===== config.mk =====
export PLATFORM = sky130hd
export DESIGN_NAME = sdes_cbc_block_cipher
export DESIGN_NICKNAME = d
export VERILOG_FILES = /design/src/rtl/sdes_pkg.sv /design/src/rtl/sdes_cbc_block_cipher.sv
export SDC_FILE = /design/constraint.sdc
export NUM_CORES = 1
export LEC_CHECK = 0
export ABC_AREA = 1
export BUFFER_PORTS_ARGS = -buffer_cell sky130_fd_sc_hd__buf_2
export CAP_MARGIN = 20
export CORE_ASPECT_RATIO = 1.5
export CORE_UTILIZATION = 50
export CTS_BUF_LIST = sky130_fd_sc_hd__clkbuf_8
export DETAILED_ROUTE_END_ITERATION = 10
export GPL_TIMING_DRIVEN = 0
export HOLD_SLACK_MARGIN = 0.05
export PLACE_DENSITY = 0.8
export SLEW_MARGIN = 10
export SYNTH_ARGS = -nofsm -noshare
export SYNTH_HDL_FRONTEND = slang
export SYNTH_SLANG_ARGS = --single-unit

===== constraint.sdc =====
create_clock -name clk -period 3 [get_ports clk]
set_input_delay 0.3 -clock clk [delete_from_list [all_inputs] [get_ports clk]]
set_output_delay 0.3 -clock clk [all_outputs]
set_load 0.01 [all_outputs]

===== src/rtl/sdes_pkg.sv =====
// ----------------------------------------------------------------------------
// sdes_pkg
// Types, permutation tables, s-boxes and round functions for the
// simplified DES block cipher in CBC mode.
// ----------------------------------------------------------------------------
package sdes_pkg;

    typedef logic [9:0] key_t;
    typedef logic [7:0] block_t;
    typedef logic [1:0] reg_idx_t;

    localparam int DATA_W = 32;
    localparam int ADDR_W = 4;

    // register indexes on the configuration port
    localparam reg_idx_t REG_CIPHER_KEY   = 2'd0;
    localparam reg_idx_t REG_INIT_VECTOR  = 2'd1;
    localparam reg_idx_t REG_DECRYPT_MODE = 2'd2;

    // permutation tables, position 1 is the msb
    localparam int P10 [10] = '{3, 5, 2, 7, 4, 10, 1, 9, 8, 6};
    localparam int P8  [8]  = '{6, 3, 7, 4, 8, 5, 10, 9};
    localparam int IP  [8]  = '{2, 6, 3, 1, 4, 8, 5, 7};
    localparam int IPI [8]  = '{4, 1, 3, 5, 7, 2, 8, 6};
    localparam int EP  [8]  = '{4, 1, 2, 3, 2, 3, 4, 1};
    localparam int P4  [4]  = '{2, 4, 3, 1};

    localparam logic [1:0] SBOX0 [4][4] = '{
        '{2'd1, 2'd0, 2'd3, 2'd2},
        '{2'd3, 2'd2, 2'd1, 2'd0},
        '{2'd0, 2'd2, 2'd1, 2'd3},
        '{2'd3, 2'd1, 2'd3, 2'd2}
    };
    localparam logic [1:0] SBOX1 [4][4] = '{
        '{2'd0, 2'd1, 2'd2, 2'd3},
        '{2'd2, 2'd0, 2'd1, 2'd3},
        '{2'd3, 2'd0, 2'd1, 2'd0},
        '{2'd2, 2'd1, 2'd0, 2'd3}
    };

    function automatic key_t perm_p10(input key_t v);
        key_t r;
        for (int i = 0; i < 10; i++)
        begin
            r[9-i] = v[10-P10[i]];
        end
        return r;
    endfunction

    function automatic block_t perm_p8(input key_t v);
        block_t r;
        for (int i = 0; i < 8; i++)
        begin
            r[7-i] = v[10-P8[i]];
        end
        return r;
    endfunction

    function automatic block_t perm_ip(input block_t v);
        block_t r;
        for (int i = 0; i < 8; i++)
        begin
            r[7-i] = v[8-IP[i]];
        end
        return r;
    endfunction

    function automatic block_t perm_ipi(input block_t v);
        block_t r;
        for (int i = 0; i < 8; i++)
        begin
            r[7-i] = v[8-IPI[i]];
        end
        return r;
    endfunction

    function automatic block_t perm_ep(input logic [3:0] v);
        block_t r;
        for (int i = 0; i < 8; i++)
        begin
            r[7-i] = v[4-EP[i]];
        end
        return r;
    endfunction

    function automatic logic [3:0] perm_p4(input logic [3:0] v);
        logic [3:0] r;
        for (int i = 0; i < 4; i++)
        begin
            r[3-i] = v[4-P4[i]];
        end
        return r;
    endfunction

    // k1 after a rotate by one of each half, k2 after a further rotate by two
    function automatic block_t subkey1(input key_t key);
        key_t t;
        t = perm_p10(key);
        return perm_p8({t[8:5], t[9], t[3:0], t[4]});
    endfunction

    function automatic block_t subkey2(input key_t key);
        key_t t;
        t = perm_p10(key);
        return perm_p8({t[6:5], t[9:7], t[1:0], t[4:2]});
    endfunction

    function automatic block_t round_fk(input block_t bits, input block_t key);
        block_t     x;
        logic [3:0] s;
        x = perm_ep(bits[3:0]) ^ key;
        s = {SBOX0[{x[7], x[4]}][{x[6], x[5]}], SBOX1[{x[3], x[0]}][{x[2], x[1]}]};
        return {bits[7:4] ^ perm_p4(s), bits[3:0]};
    endfunction

    function automatic block_t sdes_pass(input block_t blk, input block_t ka,
                                         input block_t kb);
        block_t t;
        t = round_fk(perm_ip(blk), ka);
        t = round_fk({t[3:0], t[7:4]}, kb);
        return perm_ipi(t);
    endfunction

endpackage


===== src/rtl/sdes_cbc_block_cipher.sv =====
// ----------------------------------------------------------------------------
// sdes_cbc_block_cipher
// Simplified DES on 8-bit blocks in CBC mode, with an APB register port for
// key, initialization vector and direction.
// ----------------------------------------------------------------------------
//  channel  direction  handshake              payload
//  input    in         in_valid / in_stall    data_block, restart_chain
//  output   out        out_valid / out_stall  result_block
//  config   in         psel/penable/pwrite    paddr, pwdata, prdata, pready
//
// one transaction per cycle while out_stall does not hold the result register;
// a block waits in the input register and then sits in the result register
// the cipher and chain update are combinational from input to result register
// reset clears the valid flags, the configuration registers and the chain value
// in_stall rises only while the input register is full and the result
// register is held by out_stall
// ----------------------------------------------------------------------------
module sdes_cbc_block_cipher (
    input  logic                          clk,
    input  logic                          rst_n,
    input  logic                          in_valid,
    output logic                          in_stall,
    input  logic [7:0]                    data_block,
    input  logic                          restart_chain,
    output logic                          out_valid,
    input  logic                          out_stall,
    output logic [7:0]                    result_block,
    input  logic                          psel,
    input  logic                          penable,
    input  logic                          pwrite,
    input  logic [sdes_pkg::ADDR_W-1:0]   paddr,
    input  logic [sdes_pkg::DATA_W-1:0]   pwdata,
    output logic [sdes_pkg::DATA_W-1:0]   prdata,
    output logic                          pready
);
    import sdes_pkg::*;

    key_t     cipher_key_reg;
    block_t   init_vector_reg;
    logic     decrypt_mode_reg;
    block_t   chain_reg;
    block_t   chain_next;

    logic     in_valid_reg;
    logic     in_valid_next;
    block_t   data_reg;
    logic     restart_reg;
    logic     out_valid_reg;
    logic     out_valid_next;
    block_t   result_reg;
    block_t   result_next;

    logic     accept;
    logic     advance;
    logic     cfg_write;
    reg_idx_t cfg_idx;
    block_t   k1;
    block_t   k2;
    block_t   chain_in;

    assign pready    = 1'b1;
    assign cfg_write = psel && penable && pwrite && pready;
    assign cfg_idx   = paddr[3:2];

    always_ff @(posedge clk or negedge rst_n)
    begin
        if (!rst_n)
        begin
            cipher_key_reg   <= '0;
            init_vector_reg  <= '0;
            decrypt_mode_reg <= 1'b0;
        end
        else if (cfg_write)
        begin
            unique case (cfg_idx)
                REG_CIPHER_KEY:   cipher_key_reg   <= pwdata[9:0];
                REG_INIT_VECTOR:  init_vector_reg  <= pwdata[7:0];
                REG_DECRYPT_MODE: decrypt_mode_reg <= pwdata[0];
                default:          ;
            endcase
        end
    end

    always_comb
    begin
        unique case (cfg_idx)
            REG_CIPHER_KEY:   prdata = {{(DATA_W-10){1'b0}}, cipher_key_reg};
            REG_INIT_VECTOR:  prdata = {{(DATA_W-8){1'b0}}, init_vector_reg};
            REG_DECRYPT_MODE: prdata = {{(DATA_W-1){1'b0}}, decrypt_mode_reg};
            default:          prdata = '0;
        endcase
    end

    // handshake between the two stages
    assign advance  = !out_valid_reg || !out_stall;
    assign in_stall = in_valid_reg && !advance;
    assign accept   = in_valid && !in_stall;

    assign k1       = subkey1(cipher_key_reg);
    assign k2       = subkey2(cipher_key_reg);
    assign chain_in = restart_reg ? init_vector_reg : chain_reg;

    always_comb
    begin
        if (decrypt_mode_reg)
        begin
            result_next = sdes_pass(data_reg, k2, k1) ^ chain_in;
            chain_next  = data_reg;
        end
        else
        begin
            result_next = sdes_pass(data_reg ^ chain_in, k1, k2);
            chain_next  = result_next;
        end
    end

    always_comb
    begin
        in_valid_next  = accept ? 1'b1 : (advance ? 1'b0 : in_valid_reg);
        out_valid_next = advance ? in_valid_reg : out_valid_reg;
    end

    always_ff @(posedge clk or negedge rst_n)
    begin
        if (!rst_n)
        begin
            in_valid_reg  <= 1'b0;
            out_valid_reg <= 1'b0;
            chain_reg     <= '0;
        end
        else
        begin
            in_valid_reg  <= in_valid_next;
            out_valid_reg <= out_valid_next;
            if (advance && in_valid_reg)
            begin
                chain_reg <= chain_next;
            end
        end
    end

    always_ff @(posedge clk)
    begin
        if (accept)
        begin
            data_reg    <= data_block;
            restart_reg <= restart_chain;
        end
        if (advance && in_valid_reg)
        begin
            result_reg <= result_next;
        end
    end

    assign out_valid    = out_valid_reg;
    assign result_block = result_reg;

    // stall only while a block is waiting in the input register
    a_stall_full: assert property (@(posedge clk) disable iff (!rst_n)
        in_stall |-> in_valid_reg)
        else $error("input stalled with empty input register");

    // a held block is not dropped
    a_hold_block: assert property (@(posedge clk) disable iff (!rst_n)
        (in_valid_reg && !advance) |=> (in_valid_reg && out_valid_reg))
        else $error("held block lost");

    // encryption chains on the ciphertext just produced
    a_chain_enc: assert property (@(posedge clk) disable iff (!rst_n)
        (advance && in_valid_reg && !decrypt_mode_reg) |=> (chain_reg == result_reg))
        else $error("encrypt chain value differs from result");

    // decryption chains on the incoming ciphertext
    a_chain_dec: assert property (@(posedge clk) disable iff (!rst_n)
        (advance && in_valid_reg && decrypt_mode_reg) |=> (chain_reg == $past(data_reg)))
        else $error("decrypt chain value differs from input block");

endmodule

-- After elaboration in Yosys (flattened, before gate mapping)
Index checks and enable logic that the tools add are counted.
- multiplexer cells: 54
- equal/unequal tests: 2
- bitwise gates (word level): 26
- add/sub/neg operators: 0
- multipliers: 0
- order comparisons: 16
- reduce and logical (&&, ||, !) cells: 15
- shift operators: 0
- div/mod/pow operators: 0
- operator list (cell ; count):
    $mux W8 ; 19
    $bmux W8 S2 ; 8
    $ge A3 B3 Y1 const B ; 16
    $not A2 Y3 ; 16
    $xor A8 B8 Y8 ; 6
    $bmux W2 S2 ; 8
    $mux W2 ; 16
    $pmux W10 S3 ; 1
    $xor A4 B4 Y4 ; 4
    $reduce_and A2 Y1 ; 3
    $logic_and A1 B1 Y1 ; 5
    $logic_not A1 Y1 ; 4
    $eq A2 B1 Y1 const B ; 1
    $eq A2 B2 Y1 const B ; 1
    $logic_not A2 Y1 ; 1
    $mux W1 ; 2
    $reduce_bool A2 Y1 ; 1
    $logic_or A1 B1 Y1 ; 1
- output and inout port bits: 43
- input port bits: 52
- logic and storage cells: 122
- RAM bits: 0
- ROM bits: 0
- memories kept: 0
- bits in latches: 0
- bits in registers: 46

-- Longest topological paths before layout
- word-level depth: 21
- mapped depth: 26
- depth with buffers taken out: 24

-- Worst setup path after synthesis
OpenSTA, ideal clock, no wires.
- kind: reg2reg
- start: register cipher_key_reg[2]
- end: register result_reg[7] (netlist: result_block[7]), data pin
- stages on the path, launching flop included: 18
- arrival time: 2.465 ns
- data required time: 2.746 ns
- path buffers: 1
- clock period less this slack: 2.718 ns
- setup slack: 0.282 ns
- library setup time: 0.254 ns
- cells stage by stage: dfrtp_1 buf_4 xor2_2 ha_1 o211ai_1 o21ai_2 inv_2 nand2_1 nand2_2 xor2_4 inv_1 ha_1 nand2_1 o211ai_1 nand2_1 or2_0 nand3_1 nand2_1
- cells in the longest elaborated chain, start to end: 20
- elaborated cells on any way between the ends: 40
- those cells by class: mux (25); bitwise (15)
- ends and longest elaborated chain (item ; line ; RTL):
    from (decl) ; sdes_cbc_block_cipher.sv:38 ; key_t cipher_key_reg;
    from (signal assigned) ; sdes_cbc_block_cipher.sv:76 ; REG_CIPHER_KEY: cipher_key_reg <= pwdata[9:0];
    $xor A8 B8 Y8 ; sdes_pkg.sv:111 ; x = perm_ep(bits[3:0]) ^ key;
    $not A2 Y3 (implied by the code) ; sdes_pkg.sv:112 ; s = {SBOX0[{x[7], x[4]}][{x[6], x[5]}], SBOX1[{x[3], x[0]}][{x[2], x[1]}]};
    $bmux W8 S2 ; sdes_pkg.sv:112 ;
    $mux W8 (implied by the code) (2 in series) ; sdes_pkg.sv:112 ;
    $bmux W2 S2 ; sdes_pkg.sv:112 ;
    $mux W2 (implied by the code) (2 in series) ; sdes_pkg.sv:112 ;
    $xor A4 B4 Y4 ; sdes_pkg.sv:113 ; return {bits[7:4] ^ perm_p4(s), bits[3:0]};
    $xor A8 B8 Y8 ; sdes_pkg.sv:111 ;
    $not A2 Y3 (implied by the code) ; sdes_pkg.sv:112 ;
    $bmux W8 S2 ; sdes_pkg.sv:112 ;
    $mux W8 (implied by the code) (2 in series) ; sdes_pkg.sv:112 ;
    $bmux W2 S2 ; sdes_pkg.sv:112 ;
    $mux W2 (implied by the code) (2 in series) ; sdes_pkg.sv:112 ;
    $xor A4 B4 Y4 ; sdes_pkg.sv:113 ;
    $xor A8 B8 Y8 ; sdes_cbc_block_cipher.sv:107 ; result_next = sdes_pass(data_reg, k2, k1) ^ chain_in;
    $mux W8 (*) ; sdes_cbc_block_cipher.sv:105 ; if (decrypt_mode_reg)
    named net result_next[7] ; sdes_cbc_block_cipher.sv:51 ; block_t result_next;
    to (signal assigned) ; sdes_cbc_block_cipher.sv:151 ; result_reg <= result_next;
    to (decl) ; sdes_cbc_block_cipher.sv:50 ; block_t result_reg;
The timed path passes the listed nets; every way through them passes the cells marked *. The select of a mux whose other input is x is not followed.
A chain may end at the register's enable or synchronous reset.

-- Worst setup path in the final report
- start: register restart_reg
- end: register result_reg[7] (netlist: result_block[7]), data pin
- cells in the longest elaborated chain, start to end: 21
- elaborated cells on any way between the ends: 32
- those cells by class: mux (20); bitwise (12)
- ends and longest elaborated chain (item ; line ; RTL):
    from (decl) ; sdes_cbc_block_cipher.sv:47 ; logic restart_reg;
    from (signal assigned) ; sdes_cbc_block_cipher.sv:147 ; restart_reg <= restart_chain;
    $mux W8 (*) ; sdes_cbc_block_cipher.sv:101 ; assign chain_in = restart_reg ? init_vector_reg : chain_reg;
    $xor A8 B8 Y8 ; sdes_cbc_block_cipher.sv:112 ; result_next = sdes_pass(data_reg ^ chain_in, k1, k2);
    $xor A8 B8 Y8 ; sdes_pkg.sv:111 ;
    $not A2 Y3 (implied by the code) ; sdes_pkg.sv:112 ;
    $bmux W8 S2 ; sdes_pkg.sv:112 ;
    $mux W8 (implied by the code) (2 in series) ; sdes_pkg.sv:112 ;
    $bmux W2 S2 ; sdes_pkg.sv:112 ;
    $mux W2 (implied by the code) (2 in series) ; sdes_pkg.sv:112 ;
    [2 not listed] ; -- ;
    $not A2 Y3 (implied by the code) ; sdes_pkg.sv:112 ;
    $bmux W8 S2 ; sdes_pkg.sv:112 ;
    $mux W8 (implied by the code) (2 in series) ; sdes_pkg.sv:112 ;
    $bmux W2 S2 ; sdes_pkg.sv:112 ;
    $mux W2 (implied by the code) (2 in series) ; sdes_pkg.sv:112 ;
    $xor A4 B4 Y4 ; sdes_pkg.sv:113 ;
    $mux W8 (*) ; sdes_cbc_block_cipher.sv:105 ;
    named net result_next[7] ; sdes_cbc_block_cipher.sv:51 ;
Marked as above.

==> impl_metrics.tcl <==
set metrics [dict create \
    worst-path-buf-inv 4 \
    avgSynthCellArea_um2 7.24 \
    regToRegStartpoint "restart_reg$_DFFE_PP_" \
    whs_ns 0.152 \
    fp.dieH_um 113 \
    post-route-period-util 0.960 \
    layout_common_cells "nand2_1 (129), inv_1 (62), nand3_1 (58)" \
    placed_cell_area_um2 4570 \
    final_common_cell "nand2_1" \
    relSlewSlack 0.556 \
    wirelength_um 11400 \
    startpoint "restart_reg$_DFFE_PP_" \
    synth_ff_type "dfrtp_1" \
    slowest_delay_ns 0.35 \
    leakage_nw 2.71 \
    yosys.area.top_type "dfrtp_1" \
    worst_setup_path_end_kind "register" \
    initial_core_util 0.515 \
    drt_iter0_markers 265 \
    path_cells "buf_6 > inv_8 > buf_12 > nand2_8 > nand3_4 > nand3_2 > nand2_2 > ha_4 > nand2_4 > o211ai_4 > nand2_2 > nand2_2 > nand3_2 > nand2_2 > inv_2 > ha_4 > nand3_2 > nand3_2 > nand4_1 > nand3_4 > nand2_1" \
    startpoint_type "register" \
    timing.final.setup_violations 0 \
    critPathTopFamily "simple AND/OR/NAND/NOR gates" \
    clock_sinks 46 \
    ctsRootBufferMaster "clkbuf_8" \
    p_per_area_nw_per_um2 817 \
    port_buffers 47 \
    clockBufferDepth 2 \
    drive_above_1_share 0.337 \
    synth_edf_count 17 \
    syn_inst 570 \
    core-area_um2 8010 \
    dieArea_um2 8630 \
    async_flop_share 0.630 \
    drc 0 \
    n_antenna_cell 0 \
    maxCapViolations 0 \
    p_switching_w 0.00210 \
    cts_buffers 5 \
    endpoint "result_block[7]$_DFFE_PP_" \
    grt_pass1_vias 3686 \
    cp_slowest_cell "edfxtp_1" \
    drtAntennaViolNets 0 \
    sequentialPowerShare 0.225 \
    fin_area_um2 5230 \
    gp_congestion 0.978 \
    ys_seq_area_frac 0.300 \
    required_ns 3.08 \
    nNetsFinal 731 \
    vias 4014 \
    synth_seq_cells 46 \
    post-place-ws_ns -0.155 \
    clk_pin_slew_ns 0.09 \
    netlist_area_um2 4130 \
    die_width_um 76.2 \
    overflow 0 \
    max_freq_mhz 347 \
    p_clk_frac 0.114 \
    yosys_warnings 0 \
    r2r_cells 21 \
    track_usage 0.267 \
    wire_per_inst_um 14.8 \
    p_sw_frac 0.492 \
    fp-row-count 40 \
    cts_tree "yes" \
    htree_num_levels 2 \
    worst_skew_pair.late_latency_ns 0.32 \
    path_max_fanout 7 \
    drv_slew 0 \
    dp_hpwl_um 8880 \
    synth_cell_type_count 42 \
    rr_endpoint "result_block[7]$_DFFE_PP_" \
    rsz0062_at_grt "true" \
    reg2reg_slack_ns 0.12 \
    drtPass1Iterations 4 \
    antenna_found_initial 0 \
    peakVddDrop_mv 0.492 \
    status "completed" \
    io_pins 95 \
    critPathArrivalTime_ns 2.96 \
    fin_ws_ns 0.119 \
    largest_reg_flops 10 \
    grt_max_degree 30 \
    postLayoutCoreUtil 0.653 \
    fin_crit_ns 2.88 \
    via_per_inst 5.19 \
    area.growth.synth_to_final_pct 26.7 \
    hold_violations 0 \
    worstSetupPathDepth 21 \
    path_class "reg -> reg" \
    finClkSkew_ns 0.00724 \
    tightest_slew_ns 0.666 \
    grt_first_pass_wirelength_um 17700 \
    p_int_w 0.00217 \
    netlist.area_leader.share 0.176 \
    synth_area_leaders "dfrtp_1 (18%), nand2_1 (13%), edfxtp_1 (12%)" \
    combPwrFrac 0.661 \
    fin_setup_tns_ns 0 \
    hp-class "in -> reg" \
]
==> Yosys cell counts (12+ instances only) <==
library cell / number
ha_1: 12
nand2_2: 29
nand3_1: 71
inv_1: 63
buf_4: 27
a21oi_1: 23
o21ai_0: 24
xor2_1: 16
edfxtp_1: 17
nand2_1: 148
nand3_2: 12
dfrtp_1: 29
nor2_1: 17
==> timing repair <==
action,CTS,global route
gates resized for setup,8,67
hold endpoints to repair,29,0
hold buffers,1,0
pin swaps,4,40
endpoints found under the setup margin,2,8
buffers inserted,2,19
==> cells by family after synthesis <==
kind of cell / Yosys count / share of synthesized area
xor+xnor: 26 / 0.0670
other cells: 2 / 0.00182
fa+ha+maj: 12 / 0.0364
buf+inv: 116 / 0.143
compound gates: 75 / 0.107
flops: 46 / 0.300
simple gates: 293 / 0.345
==> layer usage <==
metal  GRT usage  routed length [µm]
met5           0                   0
met1       0.286                4250
met2       0.472                6090
met3      0.0427                 586
met4       0.200                 526
==> power groups by stage <==
| stage | Clock [W] | Sequential (W) | Combinational [W] |
|---|---|---|---|
| 6_report | 0.000488 | 0.000961 | 0.00282 |
| 5_1_grt | 0.000523 | 0.000977 | 0.00311 |
| 4_1_cts | 0.000495 | 0.000945 | 0.00241 |
| 3_5_place_dp | 0 | 0.000956 | 0.00236 |
| 3_3_place_gp | 0 | 0.000950 | 0.00229 |
| 2_1_floorplan | 0 | 0.000958 | 0.00180 |
==> worst min path at each step <==
stage,from,to,slack (ns),cells past startpoint
after detailed placement,rst_n,chain_reg[2]$_DFFE_PN0P_,0.37,1
after global placement,rst_n,chain_reg[2]$_DFFE_PN0P_,0.37,1
after floorplan,rst_n,chain_reg[0]$_DFFE_PN0P_,0.004,0
after CTS,data_block[7],data_reg[7]$_DFFE_PP_,0.15,1
final,data_block[5],data_reg[5]$_DFFE_PP_,0.15,1
after global routing,data_block[1],data_reg[1]$_DFFE_PP_,0.14,1
==> metrics by stage <==
step | cells | total power [W]
global route | 773 | 0.00461
finish | 773 | 0.00427
CTS | 754 | 0.00385
floorplan | 591 | 0.00276
global placement | 743 | 0.00324
detailed placement | 743 | 0.00332
==> area by class of cell <==
| class | instances | area (µm²) |
|---|---|---|
| inverters | 76 | 295 |
| clock inverters | 2 | 33.8 |
| clock buffers | 6 | 82.6 |
| flip-flops and latches | 46 | 1240 |
| fillers | 711 | 2780 |
| well taps | 105 | 131 |
| repair buffers | 69 | 403 |
| plain buffers | 40 | 310 |
| multi-input cells | 429 | 2730 |
No activity file was read; power rests on OpenSTA's default activity.
